===== src/sv/assert_macros.svh =====
// Assertion helpers for the decoder RTL.
`ifndef ASSERT_MACROS_SVH
`define ASSERT_MACROS_SVH

// Check a condition at every clock edge outside reset.
`define ASSERT_ALWAYS(label, clk, rst_n, expr, msg) \
    label: assert property (@(posedge clk) disable iff (!rst_n) (expr)) else $error(msg);

// Check a condition at the same edge as the trigger.
`define ASSERT_SAME(label, clk, rst_n, trig, expr, msg) \
    label: assert property (@(posedge clk) disable iff (!rst_n) (trig) |-> (expr)) \
        else $error(msg);

// Check a condition at the edge after the trigger.
`define ASSERT_NEXT(label, clk, rst_n, trig, expr, msg) \
    label: assert property (@(posedge clk) disable iff (!rst_n) (trig) |=> (expr)) \
        else $error(msg);

`endif


===== src/sv/sucd_pkg.sv =====
`timescale 1ns / 1ps

package sucd_pkg;

    localparam int MAX_LOG_COEFS_DEF = 10;
    localparam int IDX_W             = 11;
    localparam int BYTE_CNT_W        = 12;
    localparam int MAG_W             = 11;

    localparam logic [3:0]            LOG_COEF_RESET = 4'd9;
    localparam logic [BYTE_CNT_W-1:0] BYTE_COUNT_MAX = 12'd4095;
    localparam logic [11:0]           MAG_LIMIT      = 12'd2047;

    localparam logic [2:0] ST_OK       = 3'd0;
    localparam logic [2:0] ST_MAG_HIGH = 3'd1;
    localparam logic [2:0] ST_NEG_ZERO = 3'd2;
    localparam logic [2:0] ST_PADDING  = 3'd3;
    localparam logic [2:0] ST_TRUNC    = 3'd4;

    typedef struct packed {
        logic [7:0] data_byte;
        logic       last_byte;
    } byte_item_t;

    typedef struct packed {
        logic                     coef_valid;
        logic signed [11:0]       coefficient;
        logic                     frame_end;
        logic [2:0]               status;
        logic [BYTE_CNT_W-1:0]    bytes_used;
    } coef_item_t;

    typedef struct packed {
        logic [6:0]            leftover_bits;
        logic [2:0]            leftover_count;
        logic                  in_unary_part;
        logic                  sign_bit;
        logic [MAG_W-1:0]      magnitude;
        logic [IDX_W-1:0]      coef_index;
        logic [BYTE_CNT_W-1:0] byte_count;
        logic                  skipping_to_end;
    } dec_state_t;

endpackage


===== src/sv/sucd_stream_if.sv =====
`timescale 1ns / 1ps

interface sucd_stream_if #(
    parameter type payload_t = logic
);
    logic     valid;
    logic     ready;
    payload_t payload;

    modport source (output valid, output payload, input ready);
    modport sink   (input valid, input payload, output ready);
endinterface


===== src/sv/sucd_step.sv =====
`timescale 1ns / 1ps

module sucd_step
    import sucd_pkg::*;
#(
    parameter int MAX_LOG_COEFS = MAX_LOG_COEFS_DEF
) (
    input  dec_state_t st,
    input  byte_item_t item,
    input  logic [3:0] log_coef_count,
    output dec_state_t st_next,
    output logic       produce,
    output coef_item_t res
);
    localparam int CNT_W = MAX_LOG_COEFS + 1;
    localparam int CMP_W = (CNT_W > IDX_W) ? CNT_W : IDX_W;

    logic [14:0]           pool;
    logic [7:0]            hdr;
    logic [3:0]            scan_len;
    logic [7:0]            scan;
    logic                  found;
    logic [2:0]            first_pos;
    logic [3:0]            zeros;
    logic [MAG_W-1:0]      mag_base;
    logic                  sgn;
    logic [11:0]           mag_sum;
    logic                  overflow;
    logic [6:0]            rest;
    logic [3:0]            lg;
    logic [CNT_W-1:0]      count;
    logic [IDX_W-1:0]      idx_inc;
    logic                  complete;
    logic [BYTE_CNT_W-1:0] bc_next;
    logic signed [11:0]    value;
    dec_state_t            cleared;

    always_comb
    begin
        pool     = {st.leftover_bits, item.data_byte};
        hdr      = 8'(pool >> st.leftover_count);
        scan_len = st.in_unary_part ? 4'd8 : {1'b0, st.leftover_count};
        scan     = item.data_byte & 8'((9'd1 << scan_len) - 9'd1);
        found    = |scan;
        first_pos = 3'd0;
        for (int i = 0; i < 8; i++)
        begin
            if (scan[i])
            begin
                first_pos = 3'(i);
            end
        end
        zeros    = found ? 4'(scan_len - 4'd1 - {1'b0, first_pos}) : scan_len;
        mag_base = st.in_unary_part ? st.magnitude : {4'd0, hdr[6:0]};
        sgn      = st.in_unary_part ? st.sign_bit : hdr[7];
        mag_sum  = {1'b0, mag_base} + {1'b0, zeros, 7'd0};
        overflow = mag_sum > MAG_LIMIT;
        rest     = 7'(item.data_byte & 8'((9'd1 << first_pos) - 9'd1));
        value    = sgn ? 12'(-{1'b0, mag_sum[MAG_W-1:0]}) : {1'b0, mag_sum[MAG_W-1:0]};

        lg       = (log_coef_count > 4'(MAX_LOG_COEFS)) ? 4'(MAX_LOG_COEFS) : log_coef_count;
        count    = {{(CNT_W-1){1'b0}}, 1'b1} << lg;
        idx_inc  = st.coef_index + 1'b1;
        complete = CMP_W'(idx_inc) >= CMP_W'(count);
        bc_next  = (st.byte_count == BYTE_COUNT_MAX) ? st.byte_count
                                                     : st.byte_count + 1'b1;

        cleared = '0;
        cleared.skipping_to_end = !item.last_byte;

        st_next            = st;
        st_next.byte_count = bc_next;
        produce            = 1'b0;
        res                = '0;

        if (st.skipping_to_end)
        begin
            // Drop bytes up to the end of the frame.
            st_next = st;
            if (item.last_byte)
            begin
                st_next.skipping_to_end = 1'b0;
            end
        end
        else if (overflow)
        begin
            produce       = 1'b1;
            res.frame_end = 1'b1;
            res.status    = ST_MAG_HIGH;
            st_next       = cleared;
        end
        else if (!found)
        begin
            // No terminating one in this byte; hold the partial magnitude.
            st_next.leftover_bits  = '0;
            st_next.leftover_count = '0;
            st_next.in_unary_part  = 1'b1;
            st_next.sign_bit       = sgn;
            st_next.magnitude      = mag_sum[MAG_W-1:0];
            if (item.last_byte)
            begin
                produce       = 1'b1;
                res.frame_end = 1'b1;
                res.status    = ST_TRUNC;
                st_next       = cleared;
            end
        end
        else if (sgn && mag_sum == 12'd0)
        begin
            produce       = 1'b1;
            res.frame_end = 1'b1;
            res.status    = ST_NEG_ZERO;
            st_next       = cleared;
        end
        else
        begin
            produce                = 1'b1;
            res.coef_valid         = 1'b1;
            res.coefficient        = value;
            st_next.in_unary_part  = 1'b0;
            st_next.sign_bit       = sgn;
            st_next.magnitude      = mag_sum[MAG_W-1:0];
            st_next.leftover_bits  = rest;
            st_next.leftover_count = first_pos;
            st_next.coef_index     = idx_inc;
            if (complete)
            begin
                res.frame_end = 1'b1;
                if (rest != 7'd0)
                begin
                    res.status = ST_PADDING;
                end
                else
                begin
                    res.status     = ST_OK;
                    res.bytes_used = bc_next;
                end
                st_next = cleared;
            end
            else if (item.last_byte)
            begin
                res.frame_end = 1'b1;
                res.status    = ST_TRUNC;
                st_next       = cleared;
            end
        end
    end

endmodule


===== src/sv/signed_unary_coef_decoder.sv =====
`timescale 1ns / 1ps
// Compressed coefficient decoder.
// bytes: one compressed byte per request (data_byte, last_byte), MSB first.
// coefs: zero or one result per byte: a decoded coefficient, a frame end
//   with status, and on a clean finish the number of bytes used.
// cfg:   write log_coef_count (log2 of coefficients per frame); always ready.
//   Write only while no byte is in flight.
// A byte waits in the input register; its result goes to the result register.
// Throughput: one byte per cycle while results drain; each byte is decoded in
//   a single pass of shift, first-one search and magnitude add between the
//   input register and the result register.
// After a frame ends early (error or completion), bytes up to and including
//   the next last_byte are taken and dropped without a result.
// Reset clears all frame state, empties both registers and sets
//   log_coef_count to 9.
// When coefs stalls, the pending result holds; the input register still
//   drains bytes that make no result and accepts a new byte as soon as its
//   current byte can retire.

module signed_unary_coef_decoder
    import sucd_pkg::*;
#(
    parameter int MAX_LOG_COEFS = MAX_LOG_COEFS_DEF
) (
    input  logic          clk,
    input  logic          rst_n,
    sucd_stream_if.sink   bytes,
    sucd_stream_if.source coefs,
    sucd_stream_if.sink   cfg
);
    `include "assert_macros.svh"

    logic [3:0] log_coef_reg;
    logic       in_valid_reg;
    logic       in_valid_next;
    byte_item_t in_item_reg;
    logic       out_valid_reg;
    logic       out_valid_next;
    coef_item_t out_item_reg;
    dec_state_t st_reg;
    dec_state_t st_next;
    logic       produce;
    coef_item_t res;
    logic       advance;
    logic       in_take;

    sucd_step #(
        .MAX_LOG_COEFS(MAX_LOG_COEFS)
    ) u_step (
        .st            (st_reg),
        .item          (in_item_reg),
        .log_coef_count(log_coef_reg),
        .st_next       (st_next),
        .produce       (produce),
        .res           (res)
    );

    // Retire the held byte unless its result would overwrite a stalled one.
    assign advance   = in_valid_reg && (!produce || !out_valid_reg || coefs.ready);
    assign in_take   = bytes.valid && bytes.ready;
    assign bytes.ready = !in_valid_reg || advance;
    assign cfg.ready   = 1'b1;

    assign coefs.valid   = out_valid_reg;
    assign coefs.payload = out_item_reg;

    always_comb
    begin
        in_valid_next = in_valid_reg;
        if (in_take)
        begin
            in_valid_next = 1'b1;
        end
        else if (advance)
        begin
            in_valid_next = 1'b0;
        end

        out_valid_next = out_valid_reg;
        if (advance && produce)
        begin
            out_valid_next = 1'b1;
        end
        else if (coefs.ready)
        begin
            out_valid_next = 1'b0;
        end
    end

    always_ff @(posedge clk or negedge rst_n)
    begin
        if (!rst_n)
        begin
            log_coef_reg  <= LOG_COEF_RESET;
            in_valid_reg  <= 1'b0;
            out_valid_reg <= 1'b0;
            st_reg        <= '0;
        end
        else
        begin
            if (cfg.valid)
            begin
                log_coef_reg <= cfg.payload;
            end
            in_valid_reg  <= in_valid_next;
            out_valid_reg <= out_valid_next;
            if (advance)
            begin
                st_reg <= st_next;
            end
        end
    end

    always_ff @(posedge clk)
    begin
        if (in_take)
        begin
            in_item_reg <= bytes.payload;
        end
        if (advance && produce)
        begin
            out_item_reg <= res;
        end
    end

    `ASSERT_ALWAYS(a_leftover_fits, clk, rst_n,
        (st_reg.leftover_bits >> st_reg.leftover_count) == 7'd0,
        "leftover bits exceed leftover count")
    `ASSERT_SAME(a_unary_no_leftover, clk, rst_n, st_reg.in_unary_part,
        st_reg.leftover_count == 3'd0, "leftover bits held inside unary part")
    `ASSERT_SAME(a_error_ends_frame, clk, rst_n,
        out_valid_reg && out_item_reg.status != ST_OK,
        out_item_reg.frame_end, "error status without frame end")
    `ASSERT_NEXT(a_end_clears_frame, clk, rst_n, advance && produce && res.frame_end,
        st_reg.coef_index == '0 && st_reg.byte_count == '0,
        "frame state not cleared after frame end")

endmodule


===== src/flat_wrapper.sv =====
// flat-port wrapper written by rule: the top's interface ports become plain ports
module signed_unary_coef_decoder_flat import sucd_pkg::*;
#(
    parameter int MAX_LOG_COEFS = MAX_LOG_COEFS_DEF
)
  (clk, rst_n, bytes_valid, bytes_payload, bytes_ready, coefs_valid, coefs_payload, coefs_ready, cfg_valid, cfg_payload, cfg_ready);
  sucd_stream_if #(.payload_t(byte_item_t)) bytes_i ();
  sucd_stream_if #(.payload_t(coef_item_t)) coefs_i ();
  sucd_stream_if #(.payload_t(logic [3:0])) cfg_i ();
  input  logic clk;
  input  logic rst_n;
  input wire logic [$bits(bytes_i.valid)-1:0] bytes_valid;
  input wire logic [$bits(bytes_i.payload)-1:0] bytes_payload;
  output wire logic [$bits(bytes_i.ready)-1:0] bytes_ready;
  output wire logic [$bits(coefs_i.valid)-1:0] coefs_valid;
  output wire logic [$bits(coefs_i.payload)-1:0] coefs_payload;
  input wire logic [$bits(coefs_i.ready)-1:0] coefs_ready;
  input wire logic [$bits(cfg_i.valid)-1:0] cfg_valid;
  input wire logic [$bits(cfg_i.payload)-1:0] cfg_payload;
  output wire logic [$bits(cfg_i.ready)-1:0] cfg_ready;
  assign bytes_i.valid = bytes_valid;
  assign bytes_i.payload = bytes_payload;
  assign bytes_ready = bytes_i.ready;
  assign coefs_valid = coefs_i.valid;
  assign coefs_payload = coefs_i.payload;
  assign coefs_i.ready = coefs_ready;
  assign cfg_i.valid = cfg_valid;
  assign cfg_i.payload = cfg_payload;
  assign cfg_ready = cfg_i.ready;
  signed_unary_coef_decoder #(.MAX_LOG_COEFS(MAX_LOG_COEFS)) u_core (.clk(clk), .rst_n(rst_n), .bytes(bytes_i), .coefs(coefs_i), .cfg(cfg_i));
endmodule

===== config.mk =====
export PLATFORM = sky130hd
export DESIGN_NAME = signed_unary_coef_decoder_flat
export DESIGN_NICKNAME = d
export VERILOG_FILES = /design/src/sv/sucd_pkg.sv /design/src/sv/sucd_stream_if.sv /design/src/sv/sucd_step.sv /design/src/sv/signed_unary_coef_decoder.sv /design/src/flat_wrapper.sv
export VERILOG_INCLUDE_DIRS = /design/src /design/src/sv
export SDC_FILE = /design/constraint.sdc
export NUM_CORES = 1
export LEC_CHECK = 0
export BUFFER_PORTS_ARGS = -buffer_cell sky130_fd_sc_hd__buf_2
export CORE_MARGIN = 2
export CORE_UTILIZATION = 50
export DETAILED_ROUTE_END_ITERATION = 16
export MAX_ROUTING_LAYER = met4
export PLACE_DENSITY = 0.69
export SETUP_SLACK_MARGIN = 0.15
export SYNTH_ARGS = -nofsm -noshare
export SYNTH_HDL_FRONTEND = slang
export SYNTH_SLANG_ARGS = --single-unit

===== constraint.sdc =====
create_clock -name clk -period 14.4 [get_ports clk]
set_input_delay 2.88 -clock clk [delete_from_list [all_inputs] [get_ports clk]]
set_output_delay 2.88 -clock clk [all_outputs]
set_load 0.03 [all_outputs]

==> results.txt <==
Clk Latency, worst-skew pair = 0.36 ns
I/O Buffers = 48
main combinational cell family by area after synthesis = compound AO/OA/AOI/OAI gates
Tcrit/Tclk final = 0.608
Final #Nets = 669
fillers = 1049
Post-synth EDFFs = 38
share of cells above drive strength 1 = 0.184
vias in the first global route = 4718
critical-path cell list = nor2b_1, nand2_1, ha_1, and2_0, o2111ai_1, nand2_1, nor2_1, ha_1, a21o_1, a211oi_1, xor2_1, ha_1, nand2_1, o21ai_0, nor2_1, a41oi_1, nor3b_1, inv_1, buf_2
worst hold slack = 0.485 ns
largest net degree at the start of global routing = 54
RR Startpoint = u_core.st_reg[37]
CP Capture Type = output port
reg2reg setup slack = 7.68 ns
die height = 113 um
XOR/XNOR share of the synthesized area = 0.0297
Multi-input gate area = 3180 um^2
GP Congestion = 0.887
post-synth top area share = 0.216
worst slew pin tran = 1.17 ns
cts repair resizes = 0
clock transition at the registers of the reported paths = 0.06 ns
Worst path max stage delay = 0.68 ns
routed wl met3 = 564 um
final setup fails = 0
ANT cells = 0
post-CTS setup buffers = 0
# clock sinks = 91
RSZ-0062 raised after global routing = false
CTS tree = done
Initial Utilization = 0.515
# rows = 39
crit path time final = 8.75 ns
Final Slew Violations = 0
Post-Syn Instances = 591
Worst Clk Skew = 0.00767 ns
DRT iter0 DRCs = 304
final core utilization = 0.560
Area Growth Syn to Fin = 8.73%
sequential area share after synthesis = 0.418
max-cap viol count = 0
Async SR Flop Fraction = 0.582
Total Wirelength = 13.8 mm
hold wc startpoint = u_core.st_reg[35]
setup TNS = 0 ns
Synth Area in Simple Gates = 0.193
DRT met1 WL = 6.27 mm
number of I/O pins = 50
top cells by count, synth = nand2_1 (79), dfrtp_1 (51), nor2_1 (42)
Setup crit start = u_core.st_reg[37]
cts bufs inserted = 9
Synth Area in Compound Gates = 0.195
max FFs per register = 47
reg2reg end = u_core.coefs.payload[16]
Slew headroom = 0.217
Final ANT Viol Nets = 0
core area = 11500 um^2
drc violations = 0
worst vdd ir = 0.000149 V
Reg2Reg Depth = 18
Die Width = 113 um
worst path required time = 11.52 ns
mux share of post-synthesis cell area = 0.0625
Max FO, Critical Path = 18
crit path launch type = flop
worst setup path class = flop to output port
DIE AREA = 12700 um^2
most common cell in the netlist = nand2_1
HPWL Detailed = 9.86 mm
first-pass GRT wire length = 23.5 mm
hold-critical path depth = 2
initial antenna violation count = 0
post-synthesis average cell area = 9.99 um^2
WL per Instance = 17.8 um
max frequency = 0.114 GHz
highest metal used = met4
Cell Area, Synth = 5900 um^2
Hold Path End = u_core.st_reg[35]
Yosys reg bits = 91
PD cells = 223 nW/um^2
Clock Tree Root = clkbuf_16
Synth Warn # = 0
area leader, netlist = dfrtp_1
met2 routed WL = 6.72 mm
Hold Buf Count CTS = 0
Crit-path slowest cell = dfrtp_1
synth top area cells = dfrtp_1 (22%), edfxtp_1 (19%), ha_1 (5.1%)
min-delay worst type = flop to flop
All-Layer GR Usage = 0.238
Pleak = 2.77 nW
drt first pass iters = 5
status = finished clean
Synth Net Count = 635
number of distinct library cells after synthesis = 79
Hold Vio Cnt, Final = 0
CTS Buffer Depth = 2
vias per cell = 5.99
grt ovf = 0
Post-Synth Adder-Cell Area = 0.0577
vias after detailed routing = 4634
CTS H-tree lvls = 3
worst path arrival time = 5.87 ns
Seq. cell area = 2470 um^2
Synth Flop Type = dfrtp_1
cell usage in the layout, fill, tap and decap left out, drive strengths merged, types with 6 or more instances in the layout:
| cell type | n |
|---|---|
| o31ai | 6 |
| o21a | 6 |
| o211ai | 6 |
| a22o | 10 |
| xnor2 | 9 |
| buf | 51 |
| a21o | 8 |
| nor3 | 10 |
| or3 | 7 |
| nand3 | 21 |
| o22ai | 16 |
| dfrtp | 51 |
| mux2 | 20 |
| ha | 24 |
| nor2b | 14 |
| or2 | 7 |
| nor2 | 42 |
| inv | 14 |
| o21ai | 39 |
| edfxtp | 38 |
| a21oi | 16 |
| xor2 | 11 |
| clkbuf | 11 |
| and2 | 8 |
| nand2 | 79 |
| nand2b | 9 |
| and3 | 14 |
| mux2i | 7 |
logic make-up after synthesis:
kind of cell	after synthesis
flip-flops	91
AND/OR/NAND/NOR	226
other	1
adder cells (fa/ha/maj)	26
buffers and inverters	41
multiplexers	29
XOR/XNOR	20
AO/OA/AOI/OAI	157
through the flow:
step	cells	worst slack, ns	area [um^2]	power [mW]
final	773	5.65	6420	1.43
after global routing	773	5.08	6420	1.53
after CTS	773	5.76	6420	1.43
after detailed placement	757	6.14	6140	1.20
after global placement	757	6.41	6140	1.18
after floorplan	591	6.75	5900	1.03
worst max-delay path, delay by kind of cell (launching register included):
family / cells / cell delay, ns
compound gates: 5 / 1.69
xor+xnor: 1 / 0.12
fa+ha+maj: 3 / 0.91
buf+inv: 2 / 0.27
flops: 1 / 0.68
simple gates: 8 / 1.82
layer usage:
metal  vias to the layer above  GRT usage
li1                       2257          -
met1                      2261      0.308
met2                       104      0.388
met3                        12     0.0324
met4                         0     0.0813
met5                         -          -
how the worst max path moves through the flow:
stage,end,slack [ns]
after floorplan,bytes_ready,6.75
after global placement,bytes_ready,6.41
after detailed placement,bytes_ready,6.14
after CTS,bytes_ready,5.76
after global routing,bytes_ready,5.08
final,bytes_ready,5.65
where the power goes:
| group | internal, mW | total (mW) | switching, mW | leakage (nW) |
|---|---|---|---|---|
| combinational | 0.277 | 0.788 | 0.511 | 1.56 |
| sequential | 0.369 | 0.419 | 0.0497 | 1.08 |
| clock | 0.122 | 0.226 | 0.104 | 0.132 |
| total | 0.769 | 1.43 | 0.664 | 2.77 |
layout make-up:
type                            instances  area share
Clock buffer                           11      0.0378
Clock inverter                          5     0.00585
Sequential cell                        91       0.385
Tap cell                              143      0.0279
Timing Repair Buffer                   51      0.0409
Inverter                               13     0.00760
Multi-Input combinational cell        459       0.495
(Power assumes the default switching activity.)
